--- config.mk ---
export PLATFORM = sky130hd
export DESIGN_NAME = hex_record_parser_core
export DESIGN_NICKNAME = d
export VERILOG_FILES = /design/src/hrp_pkg.sv /design/src/hrp_decode.sv /design/src/hex_record_parser_core.sv
export SDC_FILE = /design/constraint.sdc
export NUM_CORES = 1
export LEC_CHECK = 0
export BUFFER_PORTS_ARGS = -buffer_cell sky130_fd_sc_hd__clkbuf_2
export CAP_MARGIN = 10
export CORE_MARGIN = 2
export CORE_UTILIZATION = 35
export DETAILED_ROUTE_END_ITERATION = 10
export PLACE_DENSITY_LB_ADDON = 0.05
export SLEW_MARGIN = 10
export SYNTH_ARGS = -nofsm -noshare
export SYNTH_HDL_FRONTEND = slang
export SYNTH_SLANG_ARGS = --single-unit
export TNS_END_PERCENT = 20
--- constraint.sdc ---
create_clock -name clk -period 6.5 [get_ports clk]
set_input_delay 0.975 -clock clk [delete_from_list [all_inputs] [get_ports clk]]
set_output_delay 0.975 -clock clk [all_outputs]
set_load 0.05 [all_outputs]
--- src/hrp_pkg.sv ---
// Shared types, character codes and helpers for the hex record parser.
// Used by hrp_decode and hex_record_parser_core; no dependencies.
package hrp_pkg;

	// Character codes
	localparam logic [7:0] CHAR_COLON = 8'h3A;
	localparam logic [7:0] CHAR_CR    = 8'h0D;
	localparam logic [7:0] CHAR_LF    = 8'h0A;

	// Reset value of the base address register
	localparam logic [15:0] BASE_RESET = 16'h4000;

	// Line position saturates here
	localparam logic [9:0] POS_MAX = 10'd1023;

	// Largest word count the high-water mark can hold
	localparam int HW_LIMIT = 16383;

	// Result kinds
	typedef enum logic [1:0] {
		KIND_DATA = 2'd0,
		KIND_OK   = 2'd1,
		KIND_ERR  = 2'd2,
		KIND_DONE = 2'd3
	} kind_t;

	// Record class after the type byte
	typedef enum logic [1:0] {
		REC_MUTED = 2'd0,
		REC_DATA  = 2'd1,
		REC_EOF   = 2'd2
	} rec_kind_t;

	typedef struct packed {
		logic       receiving;
		logic [7:0] rx_char;
	} in_item_t;

	typedef struct packed {
		logic [1:0]  kind;
		logic [7:0]  data_value;
		logic [15:0] byte_address;
		logic [13:0] high_water_words;
	} out_item_t;

	// Parser state carried from one character to the next
	typedef struct packed {
		logic [9:0]  char_position;
		logic [7:0]  rec_length;
		logic [15:0] record_offset;
		rec_kind_t   record_kind;
		logic [7:0]  checksum_sum;
		logic [3:0]  pending_nibble;
		logic [8:0]  data_char_index;
		logic        aborted;
		logic [13:0] high_water;
	} parse_state_t;

	// Decode one ASCII hex digit; anything else reads as zero
	function automatic logic [3:0] hex_nibble(input logic [7:0] c);
		logic [7:0] t;
		t = 8'h00;
		if (c >= 8'h30 && c <= 8'h39) begin
			t = c - 8'h30;
		end else if (c >= 8'h41 && c <= 8'h46) begin
			t = c - 8'h37;
		end else if (c >= 8'h61 && c <= 8'h66) begin
			t = c - 8'h57;
		end
		return t[3:0];
	endfunction

endpackage

--- src/hrp_decode.sv ---
// Per-character record decoder: next parser state and optional result.
// Pure combinational logic; depends on hrp_pkg.
module hrp_decode import hrp_pkg::*; #(
	parameter logic [13:0] HW_CAP = 14'd8192
) (
	input  in_item_t     item,
	input  parse_state_t cur,
	input  logic [15:0]  base_address,
	output parse_state_t nxt,
	output logic         res_valid,
	output out_item_t    res
);

	logic [7:0]  c;
	logic [9:0]  pos;
	logic [3:0]  nib;
	logic        eol;
	logic [7:0]  pair;
	logic [8:0]  digits;
	logic [15:0] shifted_offset;
	logic [10:0] tail_pos;
	logic [10:0] cksum_pos;
	logic [7:0]  sum_final;
	logic [15:0] rel_offset;
	logic [14:0] end_words;
	logic [13:0] end_capped;
	logic        emitted;
	kind_t       res_kind;

	// Common decode terms
	always_comb begin
		c              = item.rx_char;
		pos            = (cur.char_position == POS_MAX) ? cur.char_position
		                                                : cur.char_position + 10'd1;
		nib            = hex_nibble(c);
		eol            = (c == CHAR_CR) || (c == CHAR_LF);
		pair           = {cur.pending_nibble, nib};
		digits         = {cur.rec_length, 1'b0};
		shifted_offset = {cur.record_offset[11:0], nib};
		tail_pos       = 11'd9 + {2'b00, digits};
		cksum_pos      = tail_pos + 11'd1;
		sum_final      = cur.checksum_sum + pair;
		rel_offset     = cur.record_offset - base_address;
		end_words      = {1'b0, rel_offset[15:2]} + {9'b0, cur.rec_length[7:2]};
		end_capped     = (end_words > {1'b0, HW_CAP}) ? HW_CAP : end_words[13:0];
	end

	// Advance the parser by one character
	always_comb begin
		nxt       = cur;
		emitted   = 1'b0;
		res_kind  = KIND_DATA;
		res       = '0;
		if (item.receiving) begin
			if (c == CHAR_COLON) begin
				nxt.char_position   = 10'd0;
				nxt.data_char_index = 9'd0;
				nxt.record_kind     = REC_MUTED;
				nxt.checksum_sum    = 8'd0;
				nxt.pending_nibble  = 4'd0;
				nxt.aborted         = 1'b0;
			end else if (!cur.aborted) begin
				nxt.char_position = pos;
				res.byte_address  = cur.record_offset;
				if (pos == 10'd1 || pos == 10'd7) begin
					nxt.pending_nibble = nib;
				end else if (pos == 10'd2) begin
					nxt.rec_length   = pair;
					nxt.checksum_sum = cur.checksum_sum + pair;
				end else if (pos >= 10'd3 && pos <= 10'd6) begin
					nxt.record_offset = shifted_offset;
					if (pos == 10'd4 || pos == 10'd6) begin
						nxt.checksum_sum = cur.checksum_sum + shifted_offset[7:0];
					end
				end else if (pos == 10'd8) begin
					nxt.checksum_sum = cur.checksum_sum + pair;
					if (pair == 8'h00) begin
						nxt.record_kind = REC_DATA;
					end else if (pair == 8'h01) begin
						nxt.record_kind = REC_EOF;
					end else begin
						nxt.record_kind = REC_MUTED;
					end
				end else if (pos > 10'd8 && cur.record_kind != REC_MUTED) begin
					if (cur.data_char_index < digits) begin
						// Data digits
						nxt.data_char_index = cur.data_char_index + 9'd1;
						if (!cur.data_char_index[0]) begin
							nxt.pending_nibble = nib;
						end else begin
							nxt.checksum_sum = sum_final;
							if (cur.record_kind == REC_DATA) begin
								emitted          = 1'b1;
								res_kind         = KIND_DATA;
								res.data_value   = pair;
								res.byte_address = cur.record_offset
								                 + {8'b0, cur.data_char_index[8:1]};
							end
						end
					end else if ({1'b0, pos} == tail_pos) begin
						nxt.pending_nibble = nib;
					end else if ({1'b0, pos} == cksum_pos) begin
						// Checksum byte closes the record
						nxt.checksum_sum = sum_final;
						emitted          = 1'b1;
						if (sum_final != 8'd0) begin
							nxt.aborted     = 1'b1;
							nxt.record_kind = REC_MUTED;
							res_kind        = KIND_ERR;
						end else begin
							res_kind = KIND_OK;
							if (cur.record_kind == REC_DATA && end_capped > cur.high_water) begin
								nxt.high_water = end_capped;
							end
						end
					end
				end
				// Line end after an end-of-file record
				if (!emitted && nxt.record_kind == REC_EOF && eol) begin
					nxt.record_kind = REC_MUTED;
					nxt.aborted     = 1'b1;
					emitted         = 1'b1;
					res_kind        = KIND_DONE;
				end
			end
		end
		res.kind             = res_kind;
		res.high_water_words = nxt.high_water;
		res_valid            = emitted;
	end

endmodule

--- src/hex_record_parser_core.sv ---
// Top level of the hex record parser: input stage, parser state, result register.
// Depends on hrp_pkg and hrp_decode.
//
// Usage:
//   The in channel takes one received character per transfer (in_data.receiving,
//   in_data.rx_char). Characters with receiving low change nothing.
//   The out channel delivers at most one result per character: a data byte with
//   its address, record ok, checksum error or transfer complete, each with the
//   current high-water word count.
//   The cfg channel writes base_address; cfg_ready is always high. Write it only
//   while no character is in flight.
// Timing:
//   A transferred character is held in the input register, decoded from it, and
//   its result is loaded into the output register, which drives out_valid and
//   out_data. One character is taken every cycle while out_ready does not stall
//   the output; the rate is set by the combinational decode between the input
//   and output registers.
// Reset:
//   arst_n clears the parser state, empties both stages and loads base_address
//   with 0x4000.
// Stall:
//   While out_valid is high and out_ready low, the output holds, the input stage
//   holds its character, and in_ready drops once that stage is occupied.
module hex_record_parser_core import hrp_pkg::*; #(
	parameter int BUFFER_WORDS = 8192
) (
	input  logic        clk,
	input  logic        arst_n,
	input  logic        in_valid,
	output logic        in_ready,
	input  in_item_t    in_data,
	output logic        out_valid,
	input  logic        out_ready,
	output out_item_t   out_data,
	input  logic        cfg_valid,
	output logic        cfg_ready,
	input  logic [15:0] cfg_data
);

	localparam int HW_CAP_INT = (BUFFER_WORDS > HW_LIMIT) ? HW_LIMIT : BUFFER_WORDS;
	localparam logic [13:0] HW_CAP = HW_CAP_INT[13:0];

	in_item_t     item_s1;
	logic         valid_s1;
	parse_state_t state_q;
	parse_state_t state_nxt;
	logic [15:0]  base_q;
	logic         out_valid_q;
	out_item_t    out_data_q;
	logic         res_valid;
	out_item_t    res;
	logic         slot_free;
	logic         advance;

	// Handshake control
	assign slot_free = !out_valid_q || out_ready;
	assign advance   = valid_s1 && slot_free;
	assign in_ready  = !valid_s1 || slot_free;
	assign cfg_ready = 1'b1;
	assign out_valid = out_valid_q;
	assign out_data  = out_data_q;

	hrp_decode #(
		.HW_CAP(HW_CAP)
	) u_decode (
		.item        (item_s1),
		.cur         (state_q),
		.base_address(base_q),
		.nxt         (state_nxt),
		.res_valid   (res_valid),
		.res         (res)
	);

	// Capture the input character on each transfer
	always_ff @(posedge clk) begin
		if (in_valid && in_ready) begin
			item_s1 <= in_data;
		end
	end

	// Hold the result payload until a new one is produced
	always_ff @(posedge clk) begin
		if (advance && res_valid) begin
			out_data_q <= res;
		end
	end

	// Control state, parser state and configuration
	always_ff @(posedge clk or negedge arst_n) begin
		if (!arst_n) begin
			valid_s1    <= 1'b0;
			out_valid_q <= 1'b0;
			base_q      <= BASE_RESET;
			state_q     <= '{
				char_position:   10'd0,
				rec_length:      8'd0,
				record_offset:   16'd0,
				record_kind:     REC_MUTED,
				checksum_sum:    8'd0,
				pending_nibble:  4'd0,
				data_char_index: 9'd0,
				aborted:         1'b0,
				high_water:      14'd0
			};
		end else begin
			if (in_valid && in_ready) begin
				valid_s1 <= 1'b1;
			end else if (advance) begin
				valid_s1 <= 1'b0;
			end
			if (advance) begin
				state_q     <= state_nxt;
				out_valid_q <= res_valid;
			end else if (out_ready) begin
				out_valid_q <= 1'b0;
			end
			if (cfg_valid && cfg_ready) begin
				base_q <= cfg_data;
			end
		end
	end

endmodule

==> results.yml <==
outcome:
  run_status: "finished, final reports clean"
placed_design:
  placement.cell_area_sq_um: 10400
  dp_slack_ns: 0.107
  placed_cells_incl_taps: 1480
  gp_congestion: 0.821
  portBuffers: 71
  place.detailed.hpwl_microns: 19500
clock_network:
  h-tree-depth: 4
  clock_path_buffers: 2
  clock_tree_root_driver_cell: "clkbuf_16"
  clk_pin_slew_worst_paths_ns: 0.06
  number_of_buffers_added_by_the_clock_tree_synthesis_step: 17
  clock_tree_from_tritoncts: "yes"
  cts_sinks: 139
  clk_latency_ns: 0.43
pwr:
  power.net_switching_uw: 1260
  p_seq_share_pct: 32.0
  p_per_area_nw_per_um2: 300
  netSwitchingFraction_pct: 38.0
  clkPwrFrac_pct: 30.3
  vdd_ir_drop_max_mv: 0.187
  power_leakage_uw: 0.00493
  cell_internal_pwr_uw: 2070
  comb_power_share_pct: 37.7
  post-layout-total-power_uw: 3330
timing:
  fin_skew_ns: 0.0129
  portion_of_the_clock_cycle_consumed_by_the_worst_path_in_the_final_layout_pct: 93.2
  slew_violations: 0
  finalSetupViolations: 0
  timing.fmax_mhz: 165
  final.min_clock_period_ns: 6.06
  measured_slew_at_the_worst_slew_check_pin_ns: 1.01
  timing.final.hold_violations: 0
  slew_headroom_pct: 32.5
  setup_ws_ns: 0.442
worst_setup_path:
  critPathLaunch: "state_q[39]"
  kind_of_critical_path: "reg2reg"
  r2r-start: "state_q[39]"
  critPathTopFamily: "compound AO/OA/AOI/OAI gates"
  critPathRequiredTime_ns: 6.67
  nature_of_the_critical_path_endpoint: "flip-flop"
  critical-path-slowest-cell: "dfrtp_1"
  cpPeakStageDelay_ns: 0.46
  start_kind: "flip-flop"
  worst_ep_arrival_time_ns: 6.23
  critical_path.n_buffers_inverters: 0
  critPathMaxFanout: 13
  worst_path_most_repeated_cell: "a21o_1"
cells_and_area:
  most_frequent_standard_cell_in_the_layout_excluding_fill_and_tap_cells: "nand2_1"
  diodes: 0
  stdcell_area_sq_um: 11100
  design.final.nets: 1233
  finish.utilization_pct: 41.0
  fillCellCount: 2791
  multi_input_area_sq_um: 5570
  instances_no_fill: 1515
  ratio_of_cells_with_drive_above_1_in_the_final_layout_pct: 14.3
  layout.cells.most_common_list: "nand2_1, dfrtp_1, nor2_1"
  area_growth_syn_to_layout_pct: 14.7
  layout.area.seq_sq_um: 3720
drt:
  antenna_left: 0
  via_per_inst: 5.15
  drt-initial-drc-count: 406
  route.detailed.wl_per_inst_microns: 17.0
  drc: 0
  drt_pre_antenna_iters: 5
  wl_microns: 25700
  via_count: 7800
logic_synthesis:
  yosys_warnings: 0
  syn_avg_cell_area_sq_um: 9.14
  netlist_area_sq_um: 9690
  syn-instance-count: 1060
  post-synth-top-area-fraction_pct: 23.0
  netlist-cell-type-count: 87
  postSynthNetCount: 1163
  synth_largest_area_cell: "dfrtp_1"
  yosys-top-cells-area: "dfrtp_1, edfxtp_1, ha_1"
  synth_enable_flop_cells: 49
  synthFlopType: "dfrtp_1"
  ys_ff_latch: 139
  synth_async_sr_flop_share_pct: 64.7
  synth_sequential_area_ratio_pct: 38.5
global_routing:
  antenna_found_initial: 0
  grt_start_max_net_pins: 64
  first_global_vias: 7979
  gr-usage-all-layers_pct: 18.8
  grt_remaining_overflow: 0
  first_pass_grt_wire_length_microns: 42400
floorplan:
  floorplan.die_area_sq_um: 29000
  io_pins: 73
  fp.dieW_microns: 170
  rows: 60
  die_h_microns: 170
  core_region_area_sq_um: 27100
  floorplan.initialDensity_pct: 35.7
worst_hold_path:
  worstHoldPathType: "in2async"
job:
  drv.max_cap_violation_count: 0
synthesized netlist by cell type (4+ instances only):
master     instances
nand2_1          127
dfrtp_1           89
nor2_1            77
o21ai_0           74
inv_1             71
ha_1              70
a21oi_1           59
edfxtp_1          49
xnor2_1           42
xor2_1            34
nand3_1           25
a21o_1            20
o31ai_1           19
clkbuf_1          17
nor3_1            17
and3_1            15
mux2_2            14
nand4_1           14
mux2i_1           12
nand2b_1          12
nor2b_1           12
buf_2             11
o21a_1            11
nor4_1            10
or3_1             10
a31oi_1            9
and2_1             9
o21ai_1            8
o21bai_1           8
a22oi_1            6
o211ai_1           6
and4_1             5
mux2_1             5
nand3b_1           5
a22o_1             4
buf_4              4
o2111ai_1          4
flip-flops by register name (all words and copies together), names as in the netlist:
name / cells
base_q: 16
item_s1: 9
out_data: 40
out_valid: 1
state_q: 72
valid_s1: 1
timing repair:
action	4_1_cts	5_1_grt
setup buffers	0	3
hold buffers	0	0
setup endpoints to repair	0	28
resized for setup	0	11
worst paths after layout:
check,slack [ns],depth (start not counted),end
min in group clk,0.51,2,state_q[7]
max reg2reg,0.44,26,out_data[1]
min reg2reg,0.51,2,state_q[7]
max,0.44,26,out_data[1]
min,0.47,1,state_q[6]
max in group asynchronous,4.79,2,base_q[1]
through the flow:
step	hold slack, ns	setup TNS (ns)
final	0.469	0
after global placement	0.494	0
after floorplan	0.470	0
after CTS	0.475	0
after global routing	0.486	-0.0523
after detailed placement	0.500	0
routing by layer:
metal  up-vias  wire, microns  GRT usage [%]
met5         -              0              0
met4         0            418           5.09
met3        25            591           2.79
met2        97          12600           32.6
met1      3728          12100           24.3
li1       3950              -              -
power groups by stage:
stage / logic, uW / clock network, uW / registers [uW]
floorplan: 950 / 0 / 1040
global route: 1430 / 1070 / 1080
finish: 1260 / 1010 / 1070
CTS: 1250 / 1040 / 1070
detailed placement: 1240 / 0 / 1080
global placement: 1250 / 0 / 1080
kinds of logic (layout without fill, tap and decap cells):
| kind of cell | count (synthesis) | count (layout) | synth area share (%) |
|---|---|---|---|
| other | 1 | 1 | 0.0387 |
| flip-flops | 139 | 139 | 38.5 |
| AO/OA/AOI/OAI | 264 | 264 | 17.6 |
| multiplexers | 33 | 33 | 3.76 |
| AND/OR/NAND/NOR | 365 | 365 | 18.8 |
| adder cells (fa/ha/maj) | 73 | 73 | 9.66 |
| buffers and inverters | 108 | 191 | 4.65 |
| XOR/XNOR | 77 | 77 | 7.04 |
cell type report:
| cell class | instances | share of cell area (%) |
|---|---|---|
| Clock inverter | 11 | 1.33 |
| Tap cell | 372 | 4.19 |
| Inverter | 72 | 2.43 |
| Timing Repair Buffer | 87 | 4.30 |
| Sequential cell | 139 | 33.5 |
| Clock buffer | 21 | 4.05 |
| Multi-Input combinational cell | 813 | 50.2 |
Note: power is estimated with default switching activity, not from simulation.
